File: src/hdl/pok_pkg.sv
// Shared types, coefficient tables and arithmetic step functions of the OKLab converter.
`timescale 1ns / 1ps
package pok_pkg;

    typedef struct packed {
        logic [7:0]      alpha;
        logic [2:0][7:0] chan;
    } pok_bytes_t;

    typedef struct packed {
        logic [7:0]       alpha;
        logic [2:0][15:0] val;
    } pok_words_t;

    typedef enum logic [1:0] {
        MODE_DIV,
        MODE_SAT,
        MODE_ZERO
    } pok_div_mode_t;

    typedef struct packed {
        logic [15:0] rem;
        logic [7:0]  quot;
    } pok_div_t;

    typedef struct packed {
        logic [15:0] r;
        logic [31:0] r2;
        logic [47:0] r3;
    } pok_cbrt_t;

    typedef logic [255:0][15:0] pok_lin_table_t;

    localparam int LMS_COEF [3][3] = '{
        '{27015, 35149, 3372},
        '{13887, 44610, 7038},
        '{5787, 18463, 41286}
    };

    localparam int LAB_COEF [3][3] = '{
        '{13792, 52011, -267},
        '{129630, -159160, 29530},
        '{1698, 51300, -52997}
    };

    // sRGB decode of one byte to Q0.16, evaluated at elaboration only
    function automatic logic [15:0] lin_entry(input int unsigned i);
        longint unsigned p;
        longint unsigned x;
        longint unsigned x2;
        longint unsigned lo;
        longint unsigned hi;
        longint unsigned mid;
        longint unsigned t;
        longint unsigned y;
        longint unsigned lin;
        if (i <= 10)
        begin
            return 16'((i * 655360 + 16473) / 32946);
        end
        p = 64'(1000 * i + 14025);
        x = ((p << 32) + 64'd134512) / 64'd269025;
        if (x > 64'hFFFF_FFFF)
        begin
            x = 64'hFFFF_FFFF;
        end
        x2 = (x * x) >> 32;
        lo = 0;
        hi = 64'hFFFF_FFFF;
        for (int n = 0; n < 40; n++)
        begin
            if (lo < hi)
            begin
                mid = lo + (hi - lo + 1) / 2;
                t = (mid * mid) >> 32;
                t = (t * mid) >> 32;
                t = (t * mid) >> 32;
                t = (t * mid) >> 32;
                if (t <= x2)
                begin
                    lo = mid;
                end
                else
                begin
                    hi = mid - 1;
                end
            end
        end
        y = (x2 * lo) >> 32;
        lin = (y + 64'd32768) >> 16;
        if (lin > 64'd65535)
        begin
            lin = 64'd65535;
        end
        return 16'(lin);
    endfunction

    function automatic pok_lin_table_t build_lin_table();
        pok_lin_table_t tbl;
        for (int i = 0; i < 256; i++)
        begin
            tbl[i] = lin_entry(i);
        end
        return tbl;
    endfunction

    localparam pok_lin_table_t LIN_TABLE = build_lin_table();

    // one restoring division step at quotient bit b
    function automatic pok_div_t div_step(input pok_div_t s, input logic [7:0] d, input int b);
        pok_div_t    o;
        logic [15:0] sh;
        o = s;
        sh = 16'({8'b0, d} << b);
        if (s.rem >= sh)
        begin
            o.rem = s.rem - sh;
            o.quot[b] = 1'b1;
        end
        return o;
    endfunction

    // try bit b of the root, keeping r^2 and r^3 current
    function automatic pok_cbrt_t cbrt_step(input pok_cbrt_t s, input logic [15:0] v,
                                            input int b);
        pok_cbrt_t   o;
        logic [49:0] t2;
        logic [49:0] t1;
        logic [49:0] t0;
        logic [49:0] cand;
        o = s;
        t2 = (50'(s.r2) + (50'(s.r2) << 1)) << b;
        t1 = (50'(s.r) + (50'(s.r) << 1)) << (2 * b);
        t0 = 50'(1) << (3 * b);
        cand = 50'(s.r3) + t2 + t1 + t0;
        if (cand <= {2'b0, v, 32'b0})
        begin
            o.r3 = 48'(cand);
            o.r2 = s.r2 + (32'(s.r) << (b + 1)) + (32'(1) << (2 * b));
            o.r[b] = 1'b1;
        end
        return o;
    endfunction

endpackage

File: src/hdl/pok_unpremul.sv
// Pipelined un-premultiply of three colour bytes against alpha, two quotient bits per stage.
`timescale 1ns / 1ps
module pok_unpremul
    import pok_pkg::*;
(
    input  logic       clk,
    input  logic       rst_n,
    input  logic       in_valid,
    output logic       in_ready,
    input  pok_bytes_t in_data,
    output logic       out_valid,
    input  logic       out_ready,
    output pok_bytes_t out_data
);

    localparam int STAGES = 4;

    logic          vld_reg  [STAGES];
    pok_div_t      div_reg  [STAGES][3];
    pok_div_mode_t mode_reg [STAGES][3];
    logic [7:0]    alpha_reg[STAGES];
    logic [STAGES:0] en;

    pok_div_t      div_in  [3];
    pok_div_mode_t mode_in [3];

    always_comb
    begin
        for (int c = 0; c < 3; c++)
        begin
            div_in[c].rem  = ({in_data.chan[c], 8'b0} - {8'b0, in_data.chan[c]})
                             + {9'b0, in_data.alpha[7:1]};
            div_in[c].quot = '0;
            if (in_data.alpha == 8'd0)
            begin
                mode_in[c] = MODE_ZERO;
            end
            else if (in_data.chan[c] >= in_data.alpha)
            begin
                mode_in[c] = MODE_SAT;
            end
            else
            begin
                mode_in[c] = MODE_DIV;
            end
        end
    end

    assign en[STAGES] = out_ready;
    assign in_ready   = en[0];

    for (genvar g = 0; g < STAGES; g++)
    begin : g_stage
        pok_div_t      src_div  [3];
        pok_div_mode_t src_mode [3];
        logic [7:0]    src_alpha;
        logic          src_vld;
        pok_div_t      div_next [3];

        assign en[g] = !vld_reg[g] || en[g + 1];

        if (g == 0)
        begin : g_first
            assign src_div   = div_in;
            assign src_mode  = mode_in;
            assign src_alpha = in_data.alpha;
            assign src_vld   = in_valid;
        end
        else
        begin : g_rest
            assign src_div   = div_reg[g - 1];
            assign src_mode  = mode_reg[g - 1];
            assign src_alpha = alpha_reg[g - 1];
            assign src_vld   = vld_reg[g - 1];
        end

        always_comb
        begin
            for (int c = 0; c < 3; c++)
            begin
                div_next[c] = div_step(div_step(src_div[c], src_alpha, 7 - 2 * g),
                                       src_alpha, 6 - 2 * g);
            end
        end

        always_ff @(posedge clk or negedge rst_n)
        begin
            if (!rst_n)
            begin
                vld_reg[g] <= 1'b0;
            end
            else if (en[g])
            begin
                vld_reg[g] <= src_vld;
            end
        end

        always_ff @(posedge clk)
        begin
            if (en[g])
            begin
                div_reg[g]   <= div_next;
                mode_reg[g]  <= src_mode;
                alpha_reg[g] <= src_alpha;
            end
        end
    end

    assign out_valid      = vld_reg[STAGES - 1];
    assign out_data.alpha = alpha_reg[STAGES - 1];

    always_comb
    begin
        for (int c = 0; c < 3; c++)
        begin
            unique case (mode_reg[STAGES - 1][c])
                MODE_ZERO: out_data.chan[c] = 8'd0;
                MODE_SAT:  out_data.chan[c] = 8'd255;
                default:   out_data.chan[c] = div_reg[STAGES - 1][c].quot;
            endcase
        end
    end

    // transparent pixels decode to black
    a_zero_alpha: assert property (@(posedge clk) disable iff (!rst_n)
        out_valid && out_data.alpha == 8'd0 |-> out_data.chan == '0)
        else $error("nonzero colour for zero alpha");

    a_ready_empty: assert property (@(posedge clk) disable iff (!rst_n)
        !vld_reg[0] |-> in_ready)
        else $error("input stalled with empty first stage");

    a_rem_bound: assert property (@(posedge clk) disable iff (!rst_n)
        out_valid && mode_reg[STAGES - 1][0] == MODE_DIV
        |-> div_reg[STAGES - 1][0].rem < {8'b0, out_data.alpha})
        else $error("division remainder not below divisor");

endmodule

File: config.mk
export PLATFORM = sky130hd
export DESIGN_NAME = pok_unpremul
export DESIGN_NICKNAME = d
export VERILOG_FILES = /design/src/hdl/pok_pkg.sv /design/src/hdl/pok_unpremul.sv
export SDC_FILE = /design/constraint.sdc
export NUM_CORES = 1
export LEC_CHECK = 0
export BUFFER_PORTS_ARGS = -buffer_cell sky130_fd_sc_hd__clkbuf_2
export CAP_MARGIN = 40
export CORE_MARGIN = 4
export CORE_UTILIZATION = 40
export CTS_BUF_LIST = sky130_fd_sc_hd__clkbuf_4 sky130_fd_sc_hd__clkbuf_8 sky130_fd_sc_hd__clkbuf_16
export CTS_CLUSTER_SIZE = 16
export DETAILED_ROUTE_END_ITERATION = 7
export PLACE_DENSITY = 0.54
export SYNTH_ARGS = -nofsm -noshare
export SYNTH_HDL_FRONTEND = slang
export SYNTH_SLANG_ARGS = --single-unit
File: constraint.sdc
create_clock -name clk -period 8.7 [get_ports clk]
set_clock_uncertainty 0.05 [all_clocks]
set_input_delay 0.87 -clock clk [delete_from_list [all_inputs] [get_ports clk]]
set_output_delay 0.87 -clock clk [all_outputs]
set_load 0.02 [all_outputs]
==> results of run 1 <==
power by group:
group	switching, mW	total, mW	internal (mW)
registers	0.283	2.35	2.07
logic	3.24	5.96	2.72
clock network	0.498	1.23	0.735
total	4.02	9.54	5.52
layout make-up:
cell class                      count  area [um2]
Fill cell                        4986       29200
Multi-Input combinational cell   1765       13300
Sequential cell                   256        7670
Tap cell                          688         861
Clock buffer                       34         746
Inverter                          150         563
Timing Repair Buffer               81         475
Clock inverter                     18         223
how the worst max path moves through the flow:
stage | depth (start not counted) | start | end | slack [ns]
finish | 26 | in_data[25] | div_reg[0][43]$_DFFE_PP_ | 1.45
global route | 26 | in_data[25] | div_reg[0][43]$_DFFE_PP_ | 1.04
CTS | 26 | in_data[25] | div_reg[0][43]$_DFFE_PP_ | 1.49
detailed placement | 26 | in_data[25] | div_reg[0][40]$_DFFE_PP_ | 0.92
global placement | 26 | in_data[25] | div_reg[0][65]$_DFFE_PP_ | 1.08
floorplan | 26 | in_data[25] | div_reg[0][15]$_DFFE_PP_ | 1.34
through the flow:
stage | instance area, um2 | total power, mW
after global routing | 23800 | 10.4
after detailed placement | 22900 | 8.27
after global placement | 22800 | 8.15
after CTS | 23800 | 9.57
after floorplan | 21600 | 7.04
final | 23800 | 9.54
layout by cell type (no fill, tap or decap), types with 46 or more instances in the layout:
cell,n
mux2_2,74
a21oi_1,132
xnor2_1,103
nor2_1,174
nor2b_1,55
o21a_1,53
ha_1,240
clkbuf_2,69
xor2_1,46
inv_1,147
nor3_1,64
edfxtp_1,252
nand2_1,135
a21o_1,48
o21ai_0,124
kinds of logic after synthesis:
family / Yosys count / synth area share, %
compound gates: 540 / 16.3
xor+xnor: 149 / 6.04
fa+ha+maj: 264 / 16.1
buf+inv: 177 / 3.14
flops: 256 / 35.5
mux: 126 / 6.50
simple gates: 686 / 16.4
synthesized netlist by cell type (14+ instances only):
library cell / instances / area share [%]
nor2_1: 174 / 3.0
edfxtp_1: 252 / 35
nand2_1: 136 / 2.4
clkbuf_1: 19 / 0.33
a21o_1: 48 / 1.7
nor2b_1: 55 / 1.6
or2_2: 22 / 0.64
xor2_1: 46 / 1.9
a31oi_1: 16 / 0.46
nor4_1: 21 / 0.61
nand4_1: 41 / 1.2
nand2b_1: 41 / 1.2
inv_1: 148 / 2.6
o21bai_1: 20 / 0.69
a211oi_1: 21 / 0.73
a21oi_1: 132 / 3.1
o21a_1: 53 / 1.8
or3_1: 25 / 0.72
nor3_1: 64 / 1.5
o21ai_0: 124 / 2.9
nand3_1: 25 / 0.58
mux2_2: 74 / 3.9
fa_1: 24 / 2.2
ha_1: 240 / 14
xnor2_1: 103 / 4.2
mux2i_1: 35 / 1.6
a21boi_0: 14 / 0.49
layer usage:
metal | wire (um) | part of all wire (%)
met3 | 1670 | 3.1
met1 | 25800 | 49
met5 | 0 | 0
met4 | 1460 | 2.8
met2 | 24200 | 46
==> impl_metrics.csv, run 1 <==
group,metric,value,unit
clock_network,cts-root-buf,"clkbuf_16",
grt,grt_start_max_net_pins,69,
clock_network,cts-buffers-inserted,28,
worst_setup_path,criticalPathCategory,"in2reg",
drt,routed_via_density,5.50,
sta,post-route-period-util,83.4,%
power,ir_drop,0.181,mV
synthesis,yosysUniqueCellTypes,89,
drt,drt_wl_total,53.1,mm
placement,place_inst,2940,
clock_network,cts_buffer_depth,3,
sta,hold_violations,0,
sta,setup_tns,0,ns
die,core_area,53100,um2
cells_and_area,fin_nets,2582,
grt,grt_use_met1,25.4,%
clock_network,clkSinkCount,256,
grt,grt_usage,18.0,%
drt,drtIter0Drc,1100,
clock_network,post_cts_resized,0,
placement,gp_congestion,0.912,
grt,met2_usage,29.5,%
synthesis,ys.flop_type,"edfxtp_1",
sta,relSlewSlack,43.3,%
drt,ant_nets,0,
run_status,outcome,"complete, no violations",
cells_and_area,largest_reg_flops,204,
synthesis,synthArstFlopShare,1.56,%
worst_setup_path,worstSetupStartpointType,"input port",
sta,worstMarginPinSlew,0.851,ns
worst_setup_path,required,8.95,ns
power,p_leak,9.67,nW
cells_and_area,num_antenna_cells,0,
synthesis,synth_fp_nets,2498,
sta,rsz0062_at_grt,"false",
worst_setup_path,cp_slowest_stage_delay,0.57,ns
sta,fin_hold_ws,0.0463,ns
synthesis,synth.yosys.warnings,0,
synthesis,netlist_instances,2198,
drt,first_pass_iters,5,
synthesis,seq_area_frac_synth,35.5,%
placement,port_buffers,69,
grt,gr-total-overflow,0,
worst_setup_path,r2r_start,"alpha_reg[1][1]$_DFFE_PP_",
grt,top_usage_layer,"met2",
clock_network,cts_tree,"built",
worst_setup_path,crit_family,"compound AO/OA/AOI/OAI gates",
die,die_w,240,um
drt,drc,0,
cells_and_area,final_util,44.9,%
clock_network,path_clk_slew,0.06,ns
synthesis,synth.avg_cell_area,9.83,um2
die,fp.dieH,240,um
cells_and_area,syn_to_final_growth,10.2,%
grt,antenna_found_initial,0,
die,ios,70,
placement,dpl_worst_slack,0.920,ns
sta,slew_viol_final,0,
worst_setup_path,cp-end-kind,"flip-flop",
cells_and_area,drive_gt1_share,11.3,%
worst_setup_path,slowest_stage,"and4b_1",
worst_setup_path,r2r_slack,2.58,ns
flow_run,cap_violations,0,
placement,dpl.hpwl,42.0,mm
sta,period_minus_slack,7.25,ns
sta,worst_slack,1.45,ns
synthesis,synth_edf_count,252,
sta,setup_viol,0,
drt,wl_per_cell,17.8,um
die,floorplan.initialDensity,40.7,%
die,rows,84,
worst_hold_path,worstHoldPathType,"in2async",
clock_network,insertion_delay,0.57,ns
worst_setup_path,crit_buf_inv,4,
grt,grt_pass1_vias,15998,
worst_setup_path,crit_arrival,7.50,ns
sta,max_freq,138,MHz
worst_setup_path,cp_max_fo,14,
clock_network,holdBufCountCts,0,
drt,vias,16466,
synthesis,ys_ff_latch,256,
power,power_density,400,nW/um2
clock_network,postCtsSetupBuffers,0,
synthesis,synth_area,21600,um2
die,die_area,57800,um2
grt,grt_first_pass_wirelength,84.8,mm
worst_setup_path,r2r_cells,16,
clock_network,htreeDepth,1,
cells_and_area,stdcell_count,2992,
worst_setup_path,timing.rr.end,"div_reg[2][65]$_DFFE_PP_",
grt,met3_usage,1.49,%
Power figures use the tool's default switching activity.
==> run 2: changes to the inputs <==
==> constraint.sdc (replaced) <==
create_clock -name clk -period 7.5 [get_ports clk]
set_clock_uncertainty 0.05 [all_clocks]
set_input_delay 0.75 -clock clk [delete_from_list [all_inputs] [get_ports clk]]
set_output_delay 0.75 -clock clk [all_outputs]
set_load 0.02 [all_outputs]
==> impl_metrics.csv, run 2 (synthesis results as in run 1) <==
group,metric,value,unit
sta,rsz0062_at_grt,"false",
cells_and_area,drive_gt1_share,12.2,%
cells_and_area,regArea,7670,um2
cells_and_area,fin_nets,2605,
die,core_area,53100,um2
power,p_leak,9.81,nW
drt,drtIter0Drc,871,
grt,met2_usage,31.2,%
sta,hold_violations,0,
grt,grt_use_met1,25.7,%
placement,placed_cell_area,23000,um2
placement,gp_congestion,0.891,
cells_and_area,mostFrequentLayoutCells,"252 x edfxtp_1, 240 x ha_1, 174 x nor2_1",
clock_network,cts_tree,"built",
grt,antenna_found_initial,0,
sta,slew_viol_final,0,
cells_and_area,syn_to_final_growth,11.3,%
drt,ant_nets,0,
worst_setup_path,r2r_slack,1.38,ns
drt,vias,16462,
cells_and_area,multi_input_area,13300,um2
run_status,outcome,"complete, no violations",
clock_network,path_clk_slew,0.06,ns
grt,grt_pass1_vias,16255,
power,ir_drop,0.197,mV
clock_network,cts-buffers-inserted,30,
die,floorplan.initialDensity,40.7,%
worst_setup_path,cp_max_fo,10,
worst_setup_path,worstSetupStartpointType,"input port",
sta,max_freq,142,MHz
sta,period_minus_slack,7.03,ns
clock_network,htreeDepth,1,
grt,top_usage_layer,"met2",
grt,grt_start_max_net_pins,69,
worst_setup_path,crit_arrival,7.30,ns
worst_hold_path,worstHoldPathType,"in2reg",
grt,grt_usage,18.5,%
worst_setup_path,slowest_stage,"a2111oi_4",
cells_and_area,stdcell_count,3015,
drt,drc,0,
sta,setup_viol,0,
drt,routed_via_density,5.46,
clock_network,cts-root-buf,"clkbuf_16",
die,die_w,240,um
drt,wl_per_cell,17.9,um
worst_setup_path,cp_slowest_stage_delay,0.49,ns
grt,grt_first_pass_wirelength,86.9,mm
placement,place_inst,2960,
cells_and_area,fillCellCount,5005,
cells_and_area,mostFrequentLayoutCell,"edfxtp_1",
cells_and_area,finalInstanceArea,24100,um2
clock_network,insertion_delay,0.57,ns
power,total_power,11.2,mW
sta,setup_tns,0,ns
sta,post-route-period-util,93.7,%
grt,gr-total-overflow,0,
drt,drt_wl_total,53.9,mm
worst_setup_path,cp-end-kind,"flip-flop",
clock_network,cts_buffer_depth,3,
clock_network,clkSinkCount,256,
cells_and_area,final_util,45.3,%
grt,met3_usage,1.45,%
placement,dpl.hpwl,43.0,mm
power,power_density,465,nW/um2
sta,worstMarginPinSlew,0.827,ns
worst_setup_path,required,7.77,ns
worst_setup_path,criticalPathCategory,"in2reg",
die,ios,70,
flow_run,cap_violations,0,
cells_and_area,num_antenna_cells,0,
drt,first_pass_iters,6,
die,rows,84,
die,die_area,57800,um2
placement,port_buffers,69,
sta,relSlewSlack,44.9,%
die,fp.dieH,240,um
cells_and_area,largest_reg_flops,204,
==> run 2: path summary, 6_finish.rpt <==
kind                                      startpoint                             end  cells after the start
max in group asynchronous                      rst_n           out_valid$_DFFE_PN0P_                      2
min                                         in_valid  g_stage[1].src_vld$_DFFE_PN0P_                      2
min in group asynchronous                      rst_n  g_stage[3].src_vld$_DFFE_PN0P_                      2
max                                      in_data[25]        div_reg[0][68]$_DFFE_PP_                     26
max reg2reg                alpha_reg[1][5]$_DFFE_PP_        div_reg[2][65]$_DFFE_PP_                     16
min reg2reg                 div_reg[2][53]$_DFFE_PP_        div_reg[3][53]$_DFFE_PP_                      0
==> run 2: layout make-up <==
cell class / count / share of cell area (%)
Clock buffer: 32 / 3.18
Clock inverter: 22 / 1.15
Inverter: 150 / 2.34
Multi-Input combinational cell: 1765 / 55.2
Sequential cell: 256 / 31.9
Tap cell: 688 / 3.58
Timing Repair Buffer: 102 / 2.64
==> run 2: through the flow <==
step / worst slack (ns) / hold slack [ns]
6_report: 0.472 / 0.324
5_1_grt: 0.124 / 0.298
4_1_cts: 0.364 / 0.288
3_5_place_dp: -0.239 / 0.355
3_3_place_gp: -0.119 / 0.350
2_1_floorplan: 0.255 / 0.350
==> run 2: layer usage <==
metal,up-vias,share of wire [%]
met5,-,0
met4,0,2.9
met3,82,2.8
met2,272,46
met1,7671,48
li1,8437,-
==> run 2: report_power, final <==
group / leakage, nW / internal (mW) / total, mW / switching [mW]
registers: 2.52 / 2.40 / 2.73 / 0.330
logic: 6.78 / 3.17 / 6.93 / 3.76
clock network: 0.507 / 0.918 / 1.52 / 0.600
==> run 2: repair_timing <==
action | CTS | global route
hold buffers | 1 | 0
setup buffers | 0 | 0
endpoints found under the hold margin | 4 | 0
gates resized for setup | 0 | 1
endpoints found under the setup margin | 0 | 7
==> run 2: critical path, delay by kind of cell <==
| kind | cells | cell delay [ns] |
|---|---|---|
| compound gates | 10 | 2.64 |
| xor+xnor | 1 | 0.20 |
| fa+ha+maj | 4 | 1.24 |
| buf+inv | 4 | 0.58 |
| mux | 2 | 0.67 |
| simple gates | 5 | 1.23 |
==> run 3: changes to the inputs <==
==> constraint.sdc (replaced) <==
create_clock -name clk -period 7.6 [get_ports clk]
set_clock_uncertainty 0.05 [all_clocks]
set_input_delay 0.76 -clock clk [delete_from_list [all_inputs] [get_ports clk]]
set_output_delay 0.76 -clock clk [all_outputs]
set_load 0.02 [all_outputs]
==> impl_metrics.csv, run 3 (synthesis results as in run 1) <==
group,metric,value,unit
run_status,outcome,"complete, no violations",
drt,vias,16447,
clock_network,cts-buffers-inserted,30,
placement,port_buffers,69,
drt,first_pass_iters,5,
die,ios,70,
die,die_area,57800,um2
power,power_density,456,nW/um2
grt,grt_usage,18.2,%
cells_and_area,largest_reg_flops,204,
die,core_area,53100,um2
clock_network,post_cts_resized,0,
sta,worstMarginPinSlew,0.853,ns
worst_setup_path,r2r_start,"alpha_reg[0][7]$_DFFE_PP_",
die,floorplan.initialDensity,40.7,%
worst_setup_path,cp_max_fo,10,
placement,place_inst,2953,
drt,wl_per_cell,17.8,um
clock_network,clkSinkCount,256,
drt,ant_nets,0,
cells_and_area,drive_gt1_share,11.9,%
grt,gr-total-overflow,0,
placement,gp_congestion,0.886,
cells_and_area,final_util,45.1,%
worst_setup_path,criticalPathCategory,"in2reg",
clock_network,insertion_delay,0.55,ns
worst_setup_path,r2r_cells,18,
die,rows,84,
cells_and_area,stdcell_count,3009,
power,p_leak,9.74,nW
sta,post-route-period-util,93.9,%
sta,hold_violations,0,
flow_run,cap_violations,0,
clock_network,cts-root-buf,"clkbuf_16",
worst_setup_path,required,7.85,ns
worst_hold_path,min_from,"in_valid",
worst_setup_path,cp-end-kind,"flip-flop",
sta,setup_viol,0,
worst_hold_path,worstHoldPathType,"in2reg",
cells_and_area,syn_to_final_growth,10.8,%
cells_and_area,fin_nets,2598,
sta,setup_tns,0,ns
worst_hold_path,whs_path_depth,2,
drt,drc,0,
drt,drt_wl_total,53.4,mm
cells_and_area,mostFrequentLayoutCells,"252 x edfxtp_1, 240 x ha_1, 174 x nor2_1",
cells_and_area,num_antenna_cells,0,
power,ir_drop,0.185,mV
grt,grt_first_pass_wirelength,85.6,mm
clock_network,cts_buffer_depth,3,
placement,dpl.hpwl,42.7,mm
grt,grt_pass1_vias,16346,
sta,rsz0062_at_grt,"false",
die,fp.dieH,240,um
drt,routed_via_density,5.47,
sta,relSlewSlack,43.1,%
worst_setup_path,crit_arrival,7.38,ns
sta,slew_viol_final,0,
power,total_power,10.9,mW
sta,max_freq,140,MHz
grt,grt_start_max_net_pins,69,
worst_setup_path,timing.rr.end,"div_reg[1][64]$_DFFE_PP_",
worst_setup_path,worstSetupStartpointType,"input port",
cells_and_area,mostFrequentLayoutCell,"edfxtp_1",
drt,drtIter0Drc,858,
worst_setup_path,r2r_slack,1.78,ns
die,die_w,240,um
worst_hold_path,whs_endpoint,"g_stage[1].src_vld$_DFFE_PN0P_",
clock_network,path_clk_slew,0.05,ns
clock_network,htreeDepth,1,
sta,period_minus_slack,7.13,ns
grt,antenna_found_initial,0,
clock_network,cts_tree,"built",
-- run 3: changes by cell type in the layout (fill, tap and decap cells not counted), moves of 2 or more --
cell / before / now
clkbuf_4: 2 / 4
buf_4: 30 / 23
inv_6: 2 / 4
bufinv_16: 5 / 2
-- run 3: timing repair --
action                                  CTS  global route
hold buffers                              1             0
setup buffers                             0             0
endpoints found under the setup margin    0             7
endpoints found under the hold margin     4             0
-- run 3: worst max-delay path by stage --
stage | start | endpoint | slack [ns] | cells after the start
5_1_grt | in_data[25] | div_reg[0][67]$_DFFE_PP_ | 0.04 | 26
2_1_floorplan | in_data[25] | div_reg[0][15]$_DFFE_PP_ | 0.35 | 26
3_3_place_gp | in_data[25] | div_reg[0][64]$_DFFE_PP_ | -0.03 | 26
3_5_place_dp | in_data[25] | div_reg[0][63]$_DFFE_PP_ | -0.17 | 26
6_report | in_data[25] | div_reg[0][66]$_DFFE_PP_ | 0.47 | 26
4_1_cts | in_data[25] | div_reg[0][66]$_DFFE_PP_ | 0.38 | 26
-- run 3: area by class of cell --
class                           count  area, um2
Fill cell                        5002      29100
Clock inverter                     20        179
Clock buffer                       35        806
Sequential cell                   256       7670
Timing Repair Buffer               95        583
Multi-Input combinational cell   1765      13300
Tap cell                          688        861
Inverter                          150        563
-- run 3: through the flow --
step / worst slack, ns / hold WS [ns] / instance area, um2
after CTS: 0.380 / 0.326 / 24000
after floorplan: 0.345 / 0.350 / 21600
after global routing: 0.0422 / 0.346 / 24000
after global placement: -0.0304 / 0.352 / 22900
after detailed placement: -0.170 / 0.355 / 23000
final: 0.466 / 0.354 / 24000
-- run 3: power by group --
group	switching [mW]	leakage, nW	internal (mW)	total, mW
logic	3.70	6.74	3.13	6.82
clock network	0.580	0.480	0.832	1.41
registers	0.323	2.52	2.37	2.69
-- run 3: metal layers --
metal / global-route usage, % / vias up / share of wire [%]
met3: 1.62 / 80 / 2.8
met2: 30.5 / 281 / 46
met5: 0 / - / 0
met1: 25.0 / 7666 / 48
met4: 5.98 / 0 / 3.4
li1: - / 8420 / -
-- run 3: worst max-delay path: stages --
cell and delay, ns:
clkbuf_2 0.10, inv_1 0.16, ha_1 0.19, inv_1 0.06
fa_1 0.41, a211oi_1 0.39, o21ai_1 0.14, a21oi_1 0.19
nor2_1 0.10, or3_2 0.43, xnor2_1 0.23, ha_1 0.32
nand4_1 0.14, a21oi_1 0.07, o31a_1 0.33, a2111oi_4 0.40
inv_1 0.24, mux2_2 0.35, ha_1 0.34, a21oi_1 0.26
nor2b_1 0.08, o21a_1 0.19, o41a_1 0.36, a21o_1 0.19
or3b_1 0.58, mux2_4 0.37
